## config.mk

```make
export PLATFORM = sky130hd
export DESIGN_NAME = bsgq_ctrl
export DESIGN_NICKNAME = d
export VERILOG_FILES = /design/src/rtl/bsgq_pkg.sv /design/src/rtl/bsgq_ctrl.sv
export SDC_FILE = /design/constraint.sdc
export NUM_CORES = 1
export LEC_CHECK = 0
export ABC_AREA = 1
export BUFFER_PORTS_ARGS = -buffer_cell sky130_fd_sc_hd__buf_2
export CAP_MARGIN = 20
export CORE_MARGIN = 3
export CORE_UTILIZATION = 25
export CTS_BUF_LIST = sky130_fd_sc_hd__clkbuf_8
export DETAILED_ROUTE_END_ITERATION = 10
export GPL_TIMING_DRIVEN = 1
export PLACE_DENSITY = 0.54
export REMOVE_ABC_BUFFERS = 1
export SYNTH_ARGS = -nofsm -noshare
export SYNTH_HDL_FRONTEND = slang
export SYNTH_SLANG_ARGS = --single-unit
```

## constraint.sdc

```tcl
create_clock -name clock -period 1.7 [get_ports clock]
set_clock_uncertainty 0.15 [all_clocks]
set_input_delay 0.34 -clock clock [delete_from_list [all_inputs] [get_ports clock]]
set_output_delay 0.34 -clock clock [all_outputs]
set_load 0.02 [all_outputs]
```

## src/rtl/bsgq_pkg.sv

```systemverilog
// Shared types, constants and codes for the bitmask spatial grid query block.
`default_nettype none
package bsgq_pkg;

   // Fixed geometry of an actor mask.
   localparam int WORD_BITS    = 64;
   localparam int BLOCKS       = 4;
   localparam int BLK_W        = 2;
   localparam int BIT_W        = 6;
   localparam int CAPACITY     = BLOCKS * WORD_BITS;
   localparam int COORD_W      = 16;
   localparam int GRID_CELLS_D = 64;

   // Operation codes carried in the func field.
   localparam logic [1:0] FUNC_CLEAR  = 2'd0;
   localparam logic [1:0] FUNC_INSERT = 2'd1;
   localparam logic [1:0] FUNC_QUERY  = 2'd2;
   localparam logic [1:0] FUNC_NONE   = 2'd3;

   // Configuration register indexes.
   localparam logic [2:0] REG_X_LOW     = 3'd0;
   localparam logic [2:0] REG_X_HIGH    = 3'd1;
   localparam logic [2:0] REG_Y_LOW     = 3'd2;
   localparam logic [2:0] REG_Y_HIGH    = 3'd3;
   localparam logic [2:0] REG_CELL_SIZE = 3'd4;

   // Which quotient the shared divider is producing.
   typedef enum logic [1:0] {
      SEL_X,
      SEL_Y,
      SEL_R
   } div_sel_type;

   typedef struct packed {
      logic [1:0]                func;
      logic [7:0]                actor_index;
      logic signed [COORD_W-1:0] pos_x;
      logic signed [COORD_W-1:0] pos_y;
      logic [15:0]               radius;
   } req_type;

   typedef struct packed {
      logic [BLK_W-1:0]     block_number;
      logic [WORD_BITS-1:0] actor_mask;
      logic                 in_range;
      logic                 last;
   } rsp_type;

   // Commands from the controller to the datapath.
   typedef struct packed {
      logic             load_req;
      logic             clr_step;
      logic             prep;
      logic             div_start;
      div_sel_type      sel;
      logic             win;
      logic             rd_ins;
      logic             wr_ins;
      logic             scan_init;
      logic             scan_step;
      logic             out_load;
      logic [BLK_W-1:0] blk;
   } cmd_type;

   // Status from the datapath to the controller.
   typedef struct packed {
      logic       clr_last;
      logic [1:0] func;
      logic       pos_ok;
      logic       actor_ok;
      logic       div_done;
      logic       scan_done;
      logic       rsp_full;
   } status_type;

endpackage
`default_nettype wire

```

## src/rtl/bsgq_ctrl.sv

```systemverilog
// Controller state machine sequencing clear, insert and query operations.
`default_nettype none
module bsgq_ctrl import bsgq_pkg::*; (
   input  wire logic       clock,
   input  wire logic       reset,
   input  wire logic       req_valid,
   output logic            req_ready,
   input  wire status_type status,
   output cmd_type         cmd
);

   typedef enum logic [3:0] {
      S_CLEAR,
      S_IDLE,
      S_DECODE,
      S_PREP,
      S_DIV_GO,
      S_DIV_WAIT,
      S_WIN,
      S_INS_RD,
      S_INS_WR,
      S_SCAN_INIT,
      S_SCAN,
      S_OUT
   } state_type;

   state_type        state_ff, state_in;
   div_sel_type      sel_ff, sel_in;
   logic [BLK_W-1:0] blk_ff, blk_in;

   // Next state and one-cycle commands.
   always_comb begin
      state_in  = state_ff;
      sel_in    = sel_ff;
      blk_in    = blk_ff;
      cmd       = '0;
      cmd.sel   = sel_ff;
      cmd.blk   = blk_ff;
      req_ready = (state_ff == S_IDLE);
      case (state_ff)
         S_CLEAR: begin
            cmd.clr_step = 1'b1;
            if (status.clr_last) begin
               state_in = S_IDLE;
            end
         end
         S_IDLE: begin
            cmd.load_req = req_valid;
            if (req_valid) begin
               state_in = S_DECODE;
            end
         end
         S_DECODE: begin
            sel_in = SEL_X;
            blk_in = '0;
            case (status.func)
               FUNC_CLEAR:  state_in = S_CLEAR;
               FUNC_INSERT: state_in = (status.pos_ok && status.actor_ok) ? S_PREP : S_IDLE;
               FUNC_QUERY:  state_in = status.pos_ok ? S_PREP : S_OUT;
               default:     state_in = S_IDLE;
            endcase
         end
         S_PREP: begin
            cmd.prep = 1'b1;
            state_in = S_DIV_GO;
         end
         S_DIV_GO: begin
            cmd.div_start = 1'b1;
            state_in      = S_DIV_WAIT;
         end
         S_DIV_WAIT: begin
            if (status.div_done) begin
               case (sel_ff)
                  SEL_X: begin
                     sel_in   = SEL_Y;
                     state_in = S_PREP;
                  end
                  SEL_Y: begin
                     if (status.func == FUNC_INSERT) begin
                        state_in = S_INS_RD;
                     end else begin
                        sel_in   = SEL_R;
                        state_in = S_PREP;
                     end
                  end
                  default: state_in = S_WIN;
               endcase
            end
         end
         S_WIN: begin
            cmd.win  = 1'b1;
            state_in = S_SCAN_INIT;
         end
         S_INS_RD: begin
            cmd.rd_ins = 1'b1;
            state_in   = S_INS_WR;
         end
         S_INS_WR: begin
            cmd.wr_ins = 1'b1;
            state_in   = S_IDLE;
         end
         S_SCAN_INIT: begin
            cmd.scan_init = 1'b1;
            state_in      = S_SCAN;
         end
         S_SCAN: begin
            cmd.scan_step = 1'b1;
            if (status.scan_done) begin
               state_in = S_OUT;
            end
         end
         S_OUT: begin
            if (!status.rsp_full) begin
               cmd.out_load = 1'b1;
               if (blk_ff == BLK_W'(BLOCKS - 1)) begin
                  state_in = S_IDLE;
               end else begin
                  blk_in   = blk_ff + BLK_W'(1);
                  state_in = status.pos_ok ? S_SCAN_INIT : S_OUT;
               end
            end
         end
         default: state_in = S_IDLE;
      endcase
   end

   always_ff @(posedge clock) begin
      if (reset) begin
         state_ff <= S_CLEAR;
         sel_ff   <= SEL_X;
         blk_ff   <= '0;
      end else begin
         state_ff <= state_in;
         sel_ff   <= sel_in;
         blk_ff   <= blk_in;
      end
   end

endmodule
`default_nettype wire

```

==> results of run 1 <==
power by group through the flow:
stage / logic (µW) / clock network (µW) / registers [µW]
global route: 182 / 241 / 212
CTS: 159 / 234 / 209
detailed placement: 157 / 0 / 211
global placement: 154 / 0 / 210
floorplan: 108 / 0 / 209
finish: 162 / 227 / 212
through the flow:
step	total power (µW)	TNS, ns	utilization	setup WS [ns]
floorplan	317	0	-	0.191
global placement	364	0	0.328	0.219
detailed placement	368	0	0.328	0.181
CTS	602	0	0.348	0.00845
global route	635	-0.0134	0.362	-0.0134
finish	601	0	0.362	0.0481
layer usage:
layer | GRT usage | up-vias | routed length [µm]
met5 | 0 | - | 0
met4 | 0.0596 | 0 | 35
met3 | 0.0267 | 5 | 102
met2 | 0.202 | 19 | 873
met1 | 0.124 | 361 | 868
li1 | - | 433 | -
final cells by class:
class / instances / area, µm²
fillers: 304 / 1610
multi-input cells: 94 / 457
well taps: 30 / 37.5
repair buffers: 27 / 145
flip-flops and latches: 8 / 165
inverters: 18 / 67.6
clock buffers: 3 / 41.3
sequential cells by signal, summed over array words and instances, names as in the netlist:
register / cells
blk_ff: 2
state_ff: 4
sel_ff: 2
path summary, 6_finish.rpt:
path,end,from,slack (ns)
max,cmd[2],state_ff[0],0.05
min,state_ff[1],reset,0.22
max reg2reg,blk_ff[1],state_ff[0],0.29
min reg2reg,sel_ff[1],sel_ff[1],0.33
worst reg2reg max path, delay by kind of cell (launching register included):
family	cells	cell delay, ns
and+or+nand+nor	3	0.43
AOI/OAI and AO/OA	1	0.13
buffers and inverters	2	0.23
DFF	1	0.39
Yosys cell counts (all sizes together):
cell type | instances | area share
o21ai | 4 | 0.030
nor3 | 2 | 0.022
nand4 | 1 | 0.0094
o22ai | 1 | 0.0094
ha | 1 | 0.019
nand2 | 41 | 0.25
a21oi | 7 | 0.052
dfxtp | 8 | 0.24
buf | 1 | 0.0056
nand3 | 9 | 0.067
nand3b | 3 | 0.034
nor2 | 25 | 0.16
inv | 18 | 0.10
cell families after synthesis:
kind of cell	Yosys count	share of synthesized area
buffers and inverters	19	0.107
flip-flops	8	0.239
AND/OR/NAND/NOR	81	0.544
AO/OA/AOI/OAI	12	0.0916
adder cells (fa/ha/maj)	1	0.0187
repair_timing:
item	in CTS	in global routing
cloned	0	0
resized for setup	3	8
endpoints found under the setup margin	3	8
pin swaps	0	1
setup buffers	0	2
==> flow_summary.rst, run 1 <==
.. list-table::
   :header-rows: 1

   * - Metric
     - Value
   * - Area of the die
     - 3330 µm²
   * - Drt wl/cell
     - 10.4 µm
   * - Netlist area before placement
     - 669 µm²
   * - Initial antenna violation count
     - 0
   * - CP cell instances
     - nand2_2 -> nor3_4 -> buf_4
   * - Warnings from Yosys
     - 0
   * - Cell type group with the largest total delay on the critical path
     - flip-flops
   * - Cell count along the critical path
     - 3
   * - Pin count of the biggest net entering global routing
     - 9
   * - Drt initial violations
     - 9
   * - Status
     - finished clean
   * - Register bit total from synthesis
     - 8
   * - Crit Path Class
     - reg -> out
   * - Fraction of power spent switching nets
     - 0.324
   * - Final WL
     - 1.88 mm
   * - Number of rows in the core area
     - 18
   * - Peak ir drop on the vdd network
     - 0.500 mV
   * - Part of the Yosys area used for sequential elements
     - 0.239
   * - Startpoint class of the critical path
     - flip-flop
   * - Share of power burned in combinational logic
     - 0.269
   * - Core box area
     - 2520 µm²
   * - Most frequent cells in the layout
     - sky130_fd_sc_hd__nand2_1, sky130_fd_sc_hd__buf_2, sky130_fd_sc_hd__nor2_1, sky130_fd_sc_hd__inv_1, sky130_fd_sc_hd__nand3_1
   * - Vias per cell
     - 4.54
   * - Height of the chip
     - 57.7 µm
   * - Post-layout net count
     - 164
   * - Slowest CP cell
     - sky130_fd_sc_hd__dfxtp_2
   * - Detailed-routing iteration count for the pre-antenna-repair pass
     - 4
   * - Most common library cell in the layout ignoring fill and taps
     - sky130_fd_sc_hd__nand2_1
   * - Die Width
     - 57.7 µm
   * - Last weighted congestion value of the routability-driven placer
     - 0.874
   * - Area delta synth->final
     - 36.4%
   * - Number of standard cells in the final layout excluding fillers
     - 180
   * - Classification of the worst-slack hold path
     - in -> reg
   * - Worst slew margin relative to its limit
     - 0.859
   * - Number of cells after detailed placement
     - 175
   * - Sequential group share of total power
     - 0.353
   * - Global-route wire length before repair
     - 2.88 mm
   * - Non-Filler Cell Area, Final
     - 913 µm²
   * - Proportion of power drawn by the clock network
     - 0.378
   * - Number of global-route vias before repair
     - 718
   * - Post-DP HPWL
     - 1.55 mm
   * - Drt drc
     - 0
   * - Gr ovfl total
     - 0
   * - Clock network latency to the later pin of the worst-skew pair
     - 0.23 ns
   * - Synthesized area per cell
     - 5.53 µm²
   * - Reported net switching power
     - 195 µW
   * - TritonCTS clock tree
     - built
   * - Final Hold Viols
     - 0
   * - Stage delay of the slowest cell on the critical path
     - 0.39 ns
   * - Count of vias placed by the detailed router
     - 818
   * - Number of buffer and inverter instances along the worst setup path
     - 1
   * - Required time reported for the critical path endpoint
     - 1.21 ns
   * - Max Cap Viol
     - 0
   * - Root buffer cell
     - sky130_fd_sc_hd__clkbuf_8
   * - Antenna cells
     - 0
   * - Arrival @ worst endpoint
     - 1.16 ns
   * - Largest driver fanout on the critical path
     - 6
   * - Clock Tree Buf Depth
     - 2
   * - Placed standard-cell area
     - 828 µm²
   * - Post-synth cell types
     - 19
   * - Final worst-path cycle share
     - 0.972
   * - Port-buffer cells
     - 25
   * - Number of clock sinks seen by CTS
     - 8
   * - Starting density of the core
     - 0.265
   * - Cells on Worst Hold Path
     - 2
   * - Transition time at the pin with the least slew margin
     - 0.211 ns
   * - Layout cells sized above 1
     - 0.340
   * - Clk slew on worst S/H paths
     - 0.04 ns
   * - Total global-route track usage
     - 0.114
   * - Power Density
     - 658 nW/µm²
   * - Number of instances in the synthesized netlist
     - 121
   * - Reported leakage power
     - 0.000491 µW
   * - Worst hold slack after final layout
     - 0.224 ns
   * - Internal power consumption
     - 406 µW
   * - Final setup viols
     - 0
   * - Pins over their slew limit
     - 0
   * - Hold-fix buffers at CTS
     - 0
   * - Number of buffers inserted during clock tree synthesis
     - 3
   * - Maximum operating frequency
     - 605 MHz
   * - CTS H-Tree Depth
     - 1
   * - I/O pins
     - 26
   * - ANT nets after route
     - 0
   * - Post-route minimum period
     - 1.65 ns
   * - Critical path endpoint category
     - output port
   * - R2R cell count
     - 6
Power figures use the tool's default switching activity.
==> run 2, diff against run 1 <==
Settings changed: ABC_AREA 1 to 0, CELL_PAD_IN_SITES_DETAIL_PLACEMENT from default to 2, CELL_PAD_IN_SITES_GLOBAL_PLACEMENT from default to 2, PLACE_DENSITY 0.54 to 0.84.
==> run 2 against run 1 <==
  * Die area rose by 5.4%
  * Combinational power rose by 39%
  * The run now ends with setup timing left
  * Sequential share of layout area fell by 3.6 points
  * Sequential power fell by 5%
  * Power rose by 14%
  * Maximum frequency fell by 6.1%
  * Worst hold slack improved by 0.0023 ns
==> flow_summary.rst, run 2 <==
.. list-table::
   :header-rows: 1

   * - Metric
     - Value
   * - Clk slew on worst S/H paths
     - 0.05 ns (about the same)
   * - Top reg by flops
     - state_ff
   * - Height of the chip
     - 59.3 µm (+2.6%)
   * - Number of buffer and inverter instances along the worst setup path
     - 2 (+1)
   * - Classification of the worst-slack hold path
     - in -> reg
   * - Synth area leaders
     - sky130_fd_sc_hd__dfxtp_1, sky130_fd_sc_hd__nand2_1, sky130_fd_sc_hd__nor2_1, sky130_fd_sc_hd__o21ai_0, sky130_fd_sc_hd__nor3_1
   * - Port-buffer cells
     - 25 (unchanged)
   * - Area delta synth->final
     - 68.3%
   * - Sum of negative setup slack
     - -0.101 ns (-0.101 ns)
   * - Power Density
     - 572 nW/µm² (-13%)
   * - Final Hold Viols
     - 0 (unchanged)
   * - Total global-route track usage
     - 0.198 (+0.0846)
   * - Last weighted congestion value of the routability-driven placer
     - 0.802 (-8.3%)
   * - Reported leakage power
     - 0.000512 µW (+4.4%)
   * - Initial antenna violation count
     - 0 (unchanged)
   * - Clock network latency to the later pin of the worst-skew pair
     - 0.25 ns (+0.02 ns)
   * - Final worst-path cycle share
     - 1.04 (+0.0636)
   * - Max Cap Viol
     - 0 (unchanged)
   * - Largest driver fanout on the critical path
     - 8 (+2)
   * - Area of the die
     - 3510 µm² (+5.4%)
   * - Final worst setup slack
     - -0.0601 ns (-0.108 ns)
   * - Warnings from Yosys
     - 0 (unchanged)
   * - Starting density of the core
     - 0.274 (+0.00854)
   * - Peak ir drop on the vdd network
     - 0.368 mV (-26%)
   * - CP cell instances
     - buf_6 -> nand2b_1 -> nor2_1 -> buf_4
   * - Part of the Yosys area used for sequential elements
     - 0.226 (-0.0135)
   * - Post-route minimum period
     - 1.76 ns (+0.108 ns)
   * - Root buffer cell
     - sky130_fd_sc_hd__clkbuf_8
   * - Die Width
     - 59.3 µm (+2.6%)
   * - Register area
     - 173 µm² (+4.5%)
   * - Count of vias placed by the detailed router
     - 963 (+18%)
   * - Gr ovfl total
     - 0 (unchanged)
   * - Post-synth top cells
     - sky130_fd_sc_hd__nand2_1, sky130_fd_sc_hd__nor2_1, sky130_fd_sc_hd__dfxtp_1, sky130_fd_sc_hd__o21ai_0, sky130_fd_sc_hd__nor3_1
   * - Drt wl/cell
     - 21.3 µm (+100%)
   * - Pins over their slew limit
     - 0 (unchanged)
   * - Global-route wire length before repair
     - 5.16 mm (+79%)
   * - Max reg flops
     - 4 (unchanged)
   * - Area share of the largest cell type after synthesis
     - 0.226 (-0.0135)
   * - Share of synthesized registers carrying an async set or reset
     - 0 (unchanged)
   * - Maximum operating frequency
     - 568 MHz (-6.1%)
   * - Antenna cells
     - 0 (unchanged)
   * - Unrepaired setup endpoints after global routing
     - yes
   * - Stage delay of the slowest cell on the critical path
     - 0.36 ns (-0.03 ns)
   * - Core box area
     - 2590 µm² (+2.7%)
   * - Registers with the most flip-flops
     - state_ff x4, blk_ff x2, sel_ff x2
   * - Final setup viols
     - 4 (+4)
   * - Layout cells sized above 1
     - 0.489 (+0.149)
   * - Final WL
     - 3.64 mm (+94%)
   * - Post-layout net count
     - 155 (-5.5%)
   * - Most frequent cells in the layout
     - sky130_fd_sc_hd__buf_4, sky130_fd_sc_hd__buf_2, sky130_fd_sc_hd__nor2_1, sky130_fd_sc_hd__nand2_1, sky130_fd_sc_hd__buf_6
   * - Drt initial violations
     - 40 (+31)
   * - Number of clock sinks seen by CTS
     - 8 (unchanged)
   * - Drt drc
     - 0 (unchanged)
   * - Layout filler cell count
     - 296 (-2.6%)
   * - Worst slew margin relative to its limit
     - 0.770 (-0.0885)
   * - Post-synthesis cell type with the largest combined area
     - sky130_fd_sc_hd__dfxtp_1
   * - Number of enable flip-flop cells after synthesis
     - 0 (unchanged)
   * - Crit Path Class
     - reg -> out
   * - Transition time at the pin with the least slew margin
     - 0.340 ns (+0.129 ns)
   * - Vias per cell
     - 5.63 (+24%)
   * - Register bit total from synthesis
     - 8 (unchanged)
   * - Slowest CP cell
     - sky130_fd_sc_hd__dfxtp_4
   * - Pin count of the biggest net entering global routing
     - 16 (+7)
   * - Post-synth cell types
     - 37 (+18)
   * - Synthesized area per cell
     - 6.96 µm² (+26%)
   * - Detailed-routing iteration count for the pre-antenna-repair pass
     - 4 (unchanged)
   * - Main synth FF type
     - sky130_fd_sc_hd__dfxtp_1
   * - Most common library cell in the layout ignoring fill and taps
     - sky130_fd_sc_hd__buf_4
   * - Startpoint class of the critical path
     - flip-flop
   * - Critical path endpoint category
     - output port
   * - Required time reported for the critical path endpoint
     - 1.21 ns (about the same)
   * - Netlist area before placement
     - 709 µm² (+6.0%)
   * - Status
     - finished, violations left
   * - I/O pins
     - 26 (unchanged)
   * - TritonCTS clock tree
     - built
   * - Violated checks
     - setup timing
   * - Clock Tree Buf Depth
     - 2 (unchanged)
   * - Cell type group with the largest total delay on the critical path
     - flip-flops
   * - Number of instances in the synthesized netlist
     - 102 (-16%)
   * - Number of rows in the core area
     - 18 (unchanged)
   * - Arrival @ worst endpoint
     - 1.27 ns (+0.11 ns)
   * - ANT nets after route
     - 0 (unchanged)
   * - Number of global-route vias before repair
     - 1,078 (+50%)
   * - Post-DP HPWL
     - 2.45 mm (+58%)
   * - Pre-CTS setup slack
     - -0.109 ns (-0.290 ns)
   * - Number of buffers inserted during clock tree synthesis
     - 3 (unchanged)
   * - CTS H-Tree Depth
     - 1 (unchanged)
   * - Multi-input gate area
     - 597 µm² (+31%)
run 2: cell types whose count changed after synthesis, sizes merged, moves of 3 or more:
| cell | change |
|---|---|
| nand2 | -30 |
| nor3 | +5 |
| nor2 | -13 |
| nor2b | +4 |
| nand3 | -8 |
| nand2b | +4 |
| a211oi | +3 |
| inv | -16 |
| o21ai | +4 |
| buf | +5 |
run 2: final timing paths:
| kind | startpoint | endpoint | slack (ns) | cells after the start |
|---|---|---|---|---|
| worst max-delay path | state_ff[0] | cmd[3] | -0.06 | 4 |
| worst min-delay path | reset | blk_ff[0] | 0.23 | 2 |
| worst max register to register | state_ff[1] | state_ff[0] | -0.02 | 4 |
| worst min register to register | blk_ff[0] | blk_ff[0] | 0.38 | 2 |
run 2: per-layer routing:
layer  global-route usage  routed length [µm]
met5                    0                   0
met4               0.0712                  34
met3               0.0283                  93
met2                0.346                1960
met1                0.244                1560
run 2: power breakdown:
part | switching [µW] | internal, µW | total [µW]
sequential | 10.8 | 192 | 202
clock | 100 | 156 | 256
combinational | 116 | 109 | 225
total | 227 | 456 | 683
run 2: worst register-to-register path, stage by stage (launching register included):
cell and delay (ns):
sky130_fd_sc_hd__dfxtp_4 0.37, sky130_fd_sc_hd__or3_1 0.39, sky130_fd_sc_hd__a211oi_2 0.30, sky130_fd_sc_hd__a211oi_2 0.09, sky130_fd_sc_hd__a211oi_1 0.29
run 2: cell type report:
type | count | area share
timing repair buffer | 44 | 0.283
multi-input combinational | 84 | 0.500
inverter | 2 | 0.00629
sequential | 8 | 0.145
clock buffer | 3 | 0.0346
tap | 30 | 0.0314
run 2: cells by family (layout without fill, tap and decap cells):
family                     after synthesis  count (layout)  share of synthesized area
DFF                                      8               8                      0.226
adders and majority gates                1               1                     0.0176
AOI/OAI and AO/OA                       31              31                      0.296
and+or+nand+nor                         52              52                      0.390
buffers and inverters                   10              49                     0.0705
run 2: timing repair:
action                                  4_1_cts  5_1_grt
buffers inserted                              1        4
pin swaps                                     2        6
gates cloned                                  0        0
endpoints found under the setup margin       17       14
hold buffers                                  0        0
gates resized for setup                      21       29
run 2: through the flow:
stage	hold WS (ns)	util	instance area, µm²	total power [µW]	instances
floorplan	0.259	-	667	283	94
global placement	0.342	0.361	935	350	163
detailed placement	0.368	0.361	935	360	163
CTS	0.254	0.407	1050	633	167
global route	0.255	0.461	1190	706	171
finish	0.227	0.461	1190	683	171
